File: src/design/lsmt_pkg.sv
package lsmt_pkg;

  // Mode codes as reported on the result channel.
  localparam logic [1:0] MODE_HBLANK = 2'd0;
  localparam logic [1:0] MODE_VBLANK = 2'd1;
  localparam logic [1:0] MODE_OAM    = 2'd2;
  localparam logic [1:0] MODE_RENDER = 2'd3;

  // Phase lengths in dots. A vblank line is one full line of dots.
  localparam int unsigned AccumWidth = 10;
  localparam logic [AccumWidth-1:0] DOTS_OAM    = 10'd80;
  localparam logic [AccumWidth-1:0] DOTS_RENDER = 10'd291;
  localparam logic [AccumWidth-1:0] DOTS_HBLANK = 10'd85;
  localparam logic [AccumWidth-1:0] DOTS_LINE   = 10'd456;
  localparam logic [AccumWidth-1:0] ACCUM_MAX   = 10'd1023;

  // Line numbering.
  localparam logic [7:0] LAST_VISIBLE_LINE = 8'd143;
  localparam logic [7:0] LAST_LINE         = 8'd153;

  // Configuration register indexes.
  localparam int unsigned CfgIdxWidth = 3;
  localparam logic [CfgIdxWidth-1:0] CFG_DISPLAY_ENABLE     = 3'd0;
  localparam logic [CfgIdxWidth-1:0] CFG_LINE_COMPARE       = 3'd1;
  localparam logic [CfgIdxWidth-1:0] CFG_HBLANK_IRQ_ENABLE  = 3'd2;
  localparam logic [CfgIdxWidth-1:0] CFG_VBLANK_IRQ_ENABLE  = 3'd3;
  localparam logic [CfgIdxWidth-1:0] CFG_OAM_IRQ_ENABLE     = 3'd4;
  localparam logic [CfgIdxWidth-1:0] CFG_COMPARE_IRQ_ENABLE = 3'd5;
  localparam int unsigned CfgDataWidth = 8;

  // Current register settings as seen by the datapath.
  typedef struct packed {
    logic       display_enable;
    logic [7:0] line_compare;
    logic       hblank_irq_enable;
    logic       vblank_irq_enable;
    logic       oam_irq_enable;
    logic       compare_irq_enable;
  } cfg_t;

  // Timer state carried from one tick to the next.
  typedef struct packed {
    logic [1:0]            mode;
    logic [7:0]            line;
    logic [AccumWidth-1:0] accum;
  } state_t;

  // Event flags produced by one tick.
  typedef struct packed {
    logic vblank_irq;
    logic stat_irq;
    logic render_start;
  } events_t;

endpackage

File: src/design/lsmt_if.sv
// Tick channel: one beat per dot count.
interface lsmt_tick_if;
  logic       valid;
  logic       ready;
  logic [7:0] dot_count;

  modport source (output valid, output dot_count, input ready);
  modport sink (input valid, input dot_count, output ready);
endinterface

// Result channel: one beat per tick.
interface lsmt_res_if;
  logic       valid;
  logic       ready;
  logic [1:0] cur_mode;
  logic [7:0] cur_line;
  logic       vblank_irq;
  logic       stat_irq;
  logic       render_start;

  modport source (output valid, output cur_mode, output cur_line, output vblank_irq,
                  output stat_irq, output render_start, input ready);
  modport sink (input valid, input cur_mode, input cur_line, input vblank_irq,
                input stat_irq, input render_start, output ready);
endinterface

// Configuration write channel.
interface lsmt_cfg_if;
  logic                              valid;
  logic                              ready;
  logic [lsmt_pkg::CfgIdxWidth-1:0]  index;
  logic [lsmt_pkg::CfgDataWidth-1:0] data;

  modport source (output valid, output index, output data, input ready);
  modport sink (input valid, input index, input data, output ready);
endinterface

File: src/design/lsmt_cfg.sv
module lsmt_cfg (
  input  logic            clk_i,
  input  logic            rst_ni,
  lsmt_cfg_if.sink        cfg_i,
  output lsmt_pkg::cfg_t  cfg_o
);

  lsmt_pkg::cfg_t cfg_q;
  lsmt_pkg::cfg_t cfg_d;

  // Writes are always taken; unknown indexes are dropped.
  assign cfg_i.ready = 1'b1;

  // Register decode; upper data bits are masked by the field widths.
  always_comb begin
    cfg_d = cfg_q;
    if (cfg_i.valid) begin
      unique case (cfg_i.index)
        lsmt_pkg::CFG_DISPLAY_ENABLE:     cfg_d.display_enable     = cfg_i.data[0];
        lsmt_pkg::CFG_LINE_COMPARE:       cfg_d.line_compare       = cfg_i.data[7:0];
        lsmt_pkg::CFG_HBLANK_IRQ_ENABLE:  cfg_d.hblank_irq_enable  = cfg_i.data[0];
        lsmt_pkg::CFG_VBLANK_IRQ_ENABLE:  cfg_d.vblank_irq_enable  = cfg_i.data[0];
        lsmt_pkg::CFG_OAM_IRQ_ENABLE:     cfg_d.oam_irq_enable     = cfg_i.data[0];
        lsmt_pkg::CFG_COMPARE_IRQ_ENABLE: cfg_d.compare_irq_enable = cfg_i.data[0];
        default: ;
      endcase
    end
  end

  always_ff @(posedge clk_i or negedge rst_ni) begin
    if (!rst_ni) begin
      cfg_q.display_enable     <= 1'b1;
      cfg_q.line_compare       <= 8'd0;
      cfg_q.hblank_irq_enable  <= 1'b0;
      cfg_q.vblank_irq_enable  <= 1'b0;
      cfg_q.oam_irq_enable     <= 1'b0;
      cfg_q.compare_irq_enable <= 1'b0;
    end else begin
      cfg_q <= cfg_d;
    end
  end

  assign cfg_o = cfg_q;

endmodule

File: src/design/lsmt_step.sv
module lsmt_step (
  input  lsmt_pkg::cfg_t    cfg_i,
  input  lsmt_pkg::state_t  state_i,
  input  logic [7:0]        dot_count_i,
  output lsmt_pkg::state_t  state_o,
  output lsmt_pkg::events_t events_o
);

  logic [lsmt_pkg::AccumWidth:0]   sum;
  logic [lsmt_pkg::AccumWidth-1:0] acc_sat;
  logic [7:0]                      line_inc;
  logic                            cmp_hit;

  // Saturating add of the new dots.
  assign sum     = {1'b0, state_i.accum} + {{(lsmt_pkg::AccumWidth - 7){1'b0}}, dot_count_i};
  assign acc_sat = sum[lsmt_pkg::AccumWidth] ? lsmt_pkg::ACCUM_MAX
                                             : sum[lsmt_pkg::AccumWidth-1:0];

  // Next line wraps after the last vblank line; the compare source looks at it.
  assign line_inc = (state_i.line == lsmt_pkg::LAST_LINE) ? 8'd0 : state_i.line + 8'd1;
  assign cmp_hit  = cfg_i.compare_irq_enable && (line_inc == cfg_i.line_compare);

  // At most one phase ends per tick; the excess dots carry over.
  always_comb begin
    state_o  = state_i;
    events_o = '0;
    if (cfg_i.display_enable) begin
      state_o.accum = acc_sat;
      unique case (state_i.mode)
        lsmt_pkg::MODE_HBLANK: begin
          if (acc_sat >= lsmt_pkg::DOTS_HBLANK) begin
            state_o.accum = acc_sat - lsmt_pkg::DOTS_HBLANK;
            state_o.line  = line_inc;
            if (state_i.line < lsmt_pkg::LAST_VISIBLE_LINE) begin
              state_o.mode      = lsmt_pkg::MODE_OAM;
              events_o.stat_irq = cmp_hit || cfg_i.oam_irq_enable;
            end else begin
              state_o.mode        = lsmt_pkg::MODE_VBLANK;
              events_o.vblank_irq = 1'b1;
              events_o.stat_irq   = cmp_hit || cfg_i.vblank_irq_enable;
            end
          end
        end
        lsmt_pkg::MODE_VBLANK: begin
          if (acc_sat >= lsmt_pkg::DOTS_LINE) begin
            state_o.accum = acc_sat - lsmt_pkg::DOTS_LINE;
            state_o.line  = line_inc;
            if (state_i.line >= lsmt_pkg::LAST_LINE) begin
              state_o.mode      = lsmt_pkg::MODE_OAM;
              events_o.stat_irq = cmp_hit || cfg_i.oam_irq_enable;
            end else begin
              events_o.stat_irq = cmp_hit;
            end
          end
        end
        lsmt_pkg::MODE_OAM: begin
          if (acc_sat >= lsmt_pkg::DOTS_OAM) begin
            state_o.accum         = acc_sat - lsmt_pkg::DOTS_OAM;
            state_o.mode          = lsmt_pkg::MODE_RENDER;
            events_o.render_start = 1'b1;
          end
        end
        lsmt_pkg::MODE_RENDER: begin
          if (acc_sat >= lsmt_pkg::DOTS_RENDER) begin
            state_o.accum     = acc_sat - lsmt_pkg::DOTS_RENDER;
            state_o.mode      = lsmt_pkg::MODE_HBLANK;
            events_o.stat_irq = cfg_i.hblank_irq_enable;
          end
        end
        default: ;
      endcase
    end
  end

endmodule

File: src/design/lcd_scanline_mode_timer.sv
// Channel   Dir  Beat
// tick_i    in   dot_count: dots since the previous tick
// res_o     out  cur_mode, cur_line, vblank_irq, stat_irq, render_start
// cfg_i     in   index, data: one register write
//
// A tick's result is registered after the tick is accepted: an input register, then
// the mode/line/counter update into the result register. One tick is accepted every
// cycle absent a stall; timer state is written as a tick moves into the result register.
// Reset restores display enabled, OAM search, line zero and an empty dot counter.
// A stalled result holds both stages; the input side stays ready while a stage is free.
module lcd_scanline_mode_timer (
  input  logic        clk_i,
  input  logic        rst_ni,
  lsmt_tick_if.sink   tick_i,
  lsmt_res_if.source  res_o,
  lsmt_cfg_if.sink    cfg_i
);

  lsmt_pkg::cfg_t    cfg;
  lsmt_pkg::state_t  state_q;
  lsmt_pkg::state_t  state_d;
  lsmt_pkg::events_t events;

  logic       in_valid_q;
  logic [7:0] in_dots_q;
  logic       out_valid_q;
  logic       out_free;
  logic       move;

  // Configuration registers.
  lsmt_cfg u_cfg (
    .clk_i  (clk_i),
    .rst_ni (rst_ni),
    .cfg_i  (cfg_i),
    .cfg_o  (cfg)
  );

  // Per-tick update logic.
  lsmt_step u_step (
    .cfg_i       (cfg),
    .state_i     (state_q),
    .dot_count_i (in_dots_q),
    .state_o     (state_d),
    .events_o    (events)
  );

  // Pipeline flow control.
  assign out_free     = !out_valid_q || res_o.ready;
  assign move         = in_valid_q && out_free;
  assign tick_i.ready = !in_valid_q || out_free;

  // Input stage.
  always_ff @(posedge clk_i or negedge rst_ni) begin
    if (!rst_ni) begin
      in_valid_q <= 1'b0;
    end else if (tick_i.ready) begin
      in_valid_q <= tick_i.valid;
    end
  end

  always_ff @(posedge clk_i) begin
    if (tick_i.ready && tick_i.valid) begin
      in_dots_q <= tick_i.dot_count;
    end
  end

  // Timer state.
  always_ff @(posedge clk_i or negedge rst_ni) begin
    if (!rst_ni) begin
      state_q.mode  <= lsmt_pkg::MODE_OAM;
      state_q.line  <= 8'd0;
      state_q.accum <= '0;
    end else if (move) begin
      state_q <= state_d;
    end
  end

  // Result stage.
  always_ff @(posedge clk_i or negedge rst_ni) begin
    if (!rst_ni) begin
      out_valid_q <= 1'b0;
    end else if (out_free) begin
      out_valid_q <= in_valid_q;
    end
  end

  always_ff @(posedge clk_i) begin
    if (move) begin
      res_o.cur_mode     <= state_d.mode;
      res_o.cur_line     <= state_d.line;
      res_o.vblank_irq   <= events.vblank_irq;
      res_o.stat_irq     <= events.stat_irq;
      res_o.render_start <= events.render_start;
    end
  end

  assign res_o.valid = out_valid_q;

  // The line counter never leaves the frame.
  a_line_range: assert property (@(posedge clk_i) disable iff (!rst_ni)
    state_q.line <= lsmt_pkg::LAST_LINE)
    else $error("line counter beyond last line");

  // A render start beat always reports rendering mode.
  a_render_mode: assert property (@(posedge clk_i) disable iff (!rst_ni)
    res_o.valid && res_o.render_start |-> res_o.cur_mode == lsmt_pkg::MODE_RENDER)
    else $error("render start outside rendering");

  // Vblank is only entered on the first vblank line.
  a_vblank_entry: assert property (@(posedge clk_i) disable iff (!rst_ni)
    res_o.valid && res_o.vblank_irq |->
      res_o.cur_mode == lsmt_pkg::MODE_VBLANK && res_o.cur_line == 8'd144)
    else $error("vblank pulse at wrong line or mode");

  // While the display is off, a moving tick leaves the state untouched.
  a_frozen: assert property (@(posedge clk_i) disable iff (!rst_ni)
    move && !cfg.display_enable |=> $stable(state_q))
    else $error("state changed while display disabled");

endmodule

File: src/flat_wrapper.sv
// flat-port wrapper written by rule: the top's interface ports become plain ports
module lcd_scanline_mode_timer_flat 
  (clk_i, rst_ni, tick_i_valid, tick_i_dot_count, tick_i_ready, res_o_valid, res_o_cur_mode, res_o_cur_line, res_o_vblank_irq, res_o_stat_irq, res_o_render_start, res_o_ready, cfg_i_valid, cfg_i_index, cfg_i_data, cfg_i_ready);
  lsmt_tick_if tick_i_i ();
  lsmt_res_if res_o_i ();
  lsmt_cfg_if cfg_i_i ();
  input  logic clk_i;
  input  logic rst_ni;
  input wire logic [$bits(tick_i_i.valid)-1:0] tick_i_valid;
  input wire logic [$bits(tick_i_i.dot_count)-1:0] tick_i_dot_count;
  output wire logic [$bits(tick_i_i.ready)-1:0] tick_i_ready;
  output wire logic [$bits(res_o_i.valid)-1:0] res_o_valid;
  output wire logic [$bits(res_o_i.cur_mode)-1:0] res_o_cur_mode;
  output wire logic [$bits(res_o_i.cur_line)-1:0] res_o_cur_line;
  output wire logic [$bits(res_o_i.vblank_irq)-1:0] res_o_vblank_irq;
  output wire logic [$bits(res_o_i.stat_irq)-1:0] res_o_stat_irq;
  output wire logic [$bits(res_o_i.render_start)-1:0] res_o_render_start;
  input wire logic [$bits(res_o_i.ready)-1:0] res_o_ready;
  input wire logic [$bits(cfg_i_i.valid)-1:0] cfg_i_valid;
  input wire logic [$bits(cfg_i_i.index)-1:0] cfg_i_index;
  input wire logic [$bits(cfg_i_i.data)-1:0] cfg_i_data;
  output wire logic [$bits(cfg_i_i.ready)-1:0] cfg_i_ready;
  assign tick_i_i.valid = tick_i_valid;
  assign tick_i_i.dot_count = tick_i_dot_count;
  assign tick_i_ready = tick_i_i.ready;
  assign res_o_valid = res_o_i.valid;
  assign res_o_cur_mode = res_o_i.cur_mode;
  assign res_o_cur_line = res_o_i.cur_line;
  assign res_o_vblank_irq = res_o_i.vblank_irq;
  assign res_o_stat_irq = res_o_i.stat_irq;
  assign res_o_render_start = res_o_i.render_start;
  assign res_o_i.ready = res_o_ready;
  assign cfg_i_i.valid = cfg_i_valid;
  assign cfg_i_i.index = cfg_i_index;
  assign cfg_i_i.data = cfg_i_data;
  assign cfg_i_ready = cfg_i_i.ready;
  lcd_scanline_mode_timer u_core (.clk_i(clk_i), .rst_ni(rst_ni), .tick_i(tick_i_i), .res_o(res_o_i), .cfg_i(cfg_i_i));
endmodule
File: config.mk
export PLATFORM = sky130hd
export DESIGN_NAME = lcd_scanline_mode_timer_flat
export DESIGN_NICKNAME = d
export VERILOG_FILES = /design/src/design/lsmt_pkg.sv /design/src/design/lsmt_if.sv /design/src/design/lsmt_cfg.sv /design/src/design/lsmt_step.sv /design/src/design/lcd_scanline_mode_timer.sv /design/src/flat_wrapper.sv
export SDC_FILE = /design/constraint.sdc
export NUM_CORES = 1
export LEC_CHECK = 0
export ABC_AREA = 1
export BUFFER_PORTS_ARGS = -buffer_cell sky130_fd_sc_hd__buf_2
export CORE_MARGIN = 4
export CORE_UTILIZATION = 47
export CTS_BUF_LIST = sky130_fd_sc_hd__clkbuf_8
export DETAILED_ROUTE_END_ITERATION = 10
export PLACE_DENSITY_LB_ADDON = 0.1
export RECOVER_POWER = 100
export REMOVE_ABC_BUFFERS = 1
export SLEW_MARGIN = 40
export SYNTH_ARGS = -nofsm -noshare
export SYNTH_HDL_FRONTEND = slang
export SYNTH_SLANG_ARGS = --single-unit
File: constraint.sdc
create_clock -name clk_i -period 5.43 [get_ports clk_i]
set_clock_uncertainty 0.2 [all_clocks]
set_input_delay 1.086 -clock clk_i [delete_from_list [all_inputs] [get_ports clk_i]]
set_output_delay 1.086 -clock clk_i [all_outputs]
set_load 0.05 [all_outputs]
==> results_dict.tcl <==
set metrics [dict create \
    status "complete, but fails checks" \
    violations "max-capacitance violations, max-slew violations" \
    cts_buffer_depth 2 \
    area_growth_pct 6.70 \
    coreArea_sq_um 10200 \
    synth_top_area_share_pct 18.7 \
    cts_setup_buffers 0 \
    initial_core_util_pct 48.0 \
    clock-sinks 56 \
    criticalPathCategory "flip-flop to flip-flop" \
    cp.required_ns 5.33 \
    final.setup.tns_ns 0 \
    worst-r2r-setup-slack_ns 1.02 \
    fin_crit_sh_pct 81.2 \
    die_w_microns 110 \
    fin_nets 822 \
    clock_latency_ns 0.34 \
    max_slew_margin_pct -39.8 \
    viasPerCell 5.33 \
    reg2reg_to "u_core.res_o.stat_irq" \
    synth.yosys.seq_area_share_pct 30.7 \
    max_freq_mhz 227 \
    tritoncts "built" \
    routed_wl_mm 13.3 \
    synth.largest_area_cell "nand2_1" \
    wire_per_inst_microns 14.7 \
    drive_above_1_share_pct 8.91 \
    dieHeight_microns 110 \
    diodes 0 \
    drc 0 \
    multi_input_area_sq_um 2920 \
    worstPathMaxFanout 21 \
    hpwl_mm 10.2 \
    antenna_found_initial 0 \
    dr_total_vias 4847 \
    grt_pass1_vias 4152 \
    synth_cell_types 40 \
    cts_buffers 5 \
    grt_pass1_wl_mm 21.4 \
    setup_viol 0 \
    grt_max_degree 36 \
    htreeDepth 2 \
    worst_slew_pin_slew_ns 2.10 \
    endpoint_kind "flip-flop" \
    num_rows 37 \
    firstDrtPassIters 5 \
    cts_resized 0 \
    finalMaxSlewViolations 36 \
    grt_usage_pct 22.7 \
    drv_cap 1 \
    rsz0062_at_grt "no" \
    hold_depth 2 \
    rr_worst_depth 17 \
    clk_pin_slew_ns 0.12 \
    cts_hold_buffers 0 \
    place.gp.congestion 0.959 \
    drtIter0Drc 444 \
    whs_endpoint "u_core.state_q[0]" \
    seq_area_sq_um 1510 \
    io_pins 40 \
    die_area_sq_um 12200 \
    cts_root_buffer "clkbuf_8" \
    syn_area_sq_um 4910 \
    hp-class "flip-flop to flip-flop" \
    postSynthAreaPerCell_sq_um 6.61 \
    drtAntennaViolNets 0 \
    synth_seq_cells 56 \
    layout_min_cycle_time_ns 4.41 \
    syn_inst 743 \
    hold_viol 0 \
    ys_warn_count 0 \
    fillers 1075 \
    hold_path_startpoint "u_core.state_q[0]" \
    grt-ovfl-total 0 \
    worstPathArrival_ns 4.31 \
    start_kind "flip-flop" \
    synthTopCellsByArea "nand2_1 (19%), dfrtp_1 (17%), edfxtp_1 (13%)" \
    numPortBuffers 38 \
    r2r_start "u_core.in_dots_q[0]" \
]
==> registers in the layout, indices dropped and copies added, names as in the netlist <==
signal                     count
u_core.res_o.valid             1
u_core.res_o.stat_irq          1
u_core.u_cfg.cfg_o            13
u_core.in_valid_q              1
u_core.res_o.render_start      1
u_core.state_q                20
u_core.in_dots_q               8
u_core.res_o.cur_line          8
u_core.res_o.vblank_irq        1
u_core.res_o.cur_mode          2
==> routing by layer <==
layer | part of all wire (%) | routed length, microns | GRT usage, %
met4 | 1.7 | 226 | 6.33
met1 | 50 | 6600 | 34.9
met3 | 7.4 | 981 | 4.02
met5 | 0 | 0 | 0
met2 | 41 | 5520 | 32.5
==> worst max path at each step <==
stage / to / startpoint / cells after the start
3_5_place_dp: u_core.res_o.cur_line[2] / u_core.in_dots_q[0] / 19
6_report: u_core.res_o.stat_irq / u_core.in_dots_q[0] / 17
3_3_place_gp: u_core.res_o.cur_line[5] / u_core.in_dots_q[0] / 19
2_1_floorplan: u_core.res_o.cur_line[0] / u_core.in_dots_q[0] / 19
5_1_grt: u_core.res_o.stat_irq / u_core.state_q[6] / 18
4_1_cts: u_core.state_q[12] / u_core.in_dots_q[0] / 21
==> stage by stage <==
stage	instance area (sq um)	cells	hold slack [ns]	setup WS (ns)	util [%]
after floorplan	4820	725	0.253	1.89	-
after global placement	5200	902	0.275	1.50	50.8
after detailed placement	5200	902	0.274	1.41	50.9
after CTS	5300	910	0.302	1.39	51.8
after global routing	5240	910	0.324	0.653	51.2
final	5240	910	0.297	1.02	51.2
==> kinds of logic after synthesis <==
| kind of cell | Yosys count | synth area share, % |
|---|---|---|
| muxes | 1 | 0.204 |
| xor gates and xnor gates | 11 | 1.96 |
| DFF | 56 | 30.7 |
| AOI/OAI and AO/OA | 53 | 5.78 |
| and+or+nand+nor | 484 | 45.5 |
| adders and majority gates | 25 | 6.52 |
| buffers and inverters | 112 | 9.22 |
| other | 1 | 0.0763 |
==> area by class of cell <==
| class | count | area share, % |
|---|---|---|
| inverters | 94 | 6.83 |
| well taps | 136 | 3.25 |
| clock buffers | 5 | 1.31 |
| flip-flops and latches | 56 | 28.8 |
| multi-input cells | 575 | 55.7 |
| repair buffers | 41 | 3.60 |
| clock inverters | 3 | 0.501 |
==> synth_stat cells, drive strengths merged <==
library cell  count
a21boi            2
a21oi            21
a22oi             1
a31oi             2
buf               8
clkbuf           10
clkinv            1
conb              1
dfrtp            33
dfstp             2
edfxtp           21
fa                1
ha               24
inv              93
mux2i             1
nand2           254
nand3           105
nand3b            2
nand4            33
nor2             79
nor3              2
o211ai            2
o21ai            24
o221ai            1
or2               9
xor2             11
==> layout by cell type, fill, tap and decap left out, drive strengths merged, types with 2 or more instances in the layout <==
master / Yosys / layout
a21boi: 2 / 2
a21oi: 21 / 21
a31oi: 2 / 2
buf: 8 / 22
clkbuf: 10 / 24
clkinvlp: 0 / 2
dfrtp: 33 / 33
dfstp: 2 / 2
edfxtp: 21 / 21
ha: 24 / 24
inv: 93 / 94
nand2: 254 / 254
nand3: 105 / 105
nand3b: 2 / 2
nand4: 33 / 33
nor2: 79 / 79
nor3: 2 / 2
o211ai: 2 / 2
o21ai: 24 / 24
or2: 9 / 9
xor2: 11 / 11
==> critical path, cell delays in order (launching register included) <==
cell	delay, ns
edfxtp_1	0.39
ha_1	0.25
fa_1	0.42
nand3_1	0.15
nand3_4	0.19
nor2_1	0.34
ha_1	0.24
inv_1	0.08
nand2_1	0.07
nand4_1	0.16
nand2_1	0.16
nand3_1	0.08
nand2_1	0.20
nand2_1	0.52
nand2_1	0.35
a21oi_1	0.10
o21ai_0	0.22
inv_1	0.06
Power is not shown: default switching activity piles up to over one toggle a cycle in this logic, so the estimate is an artifact.
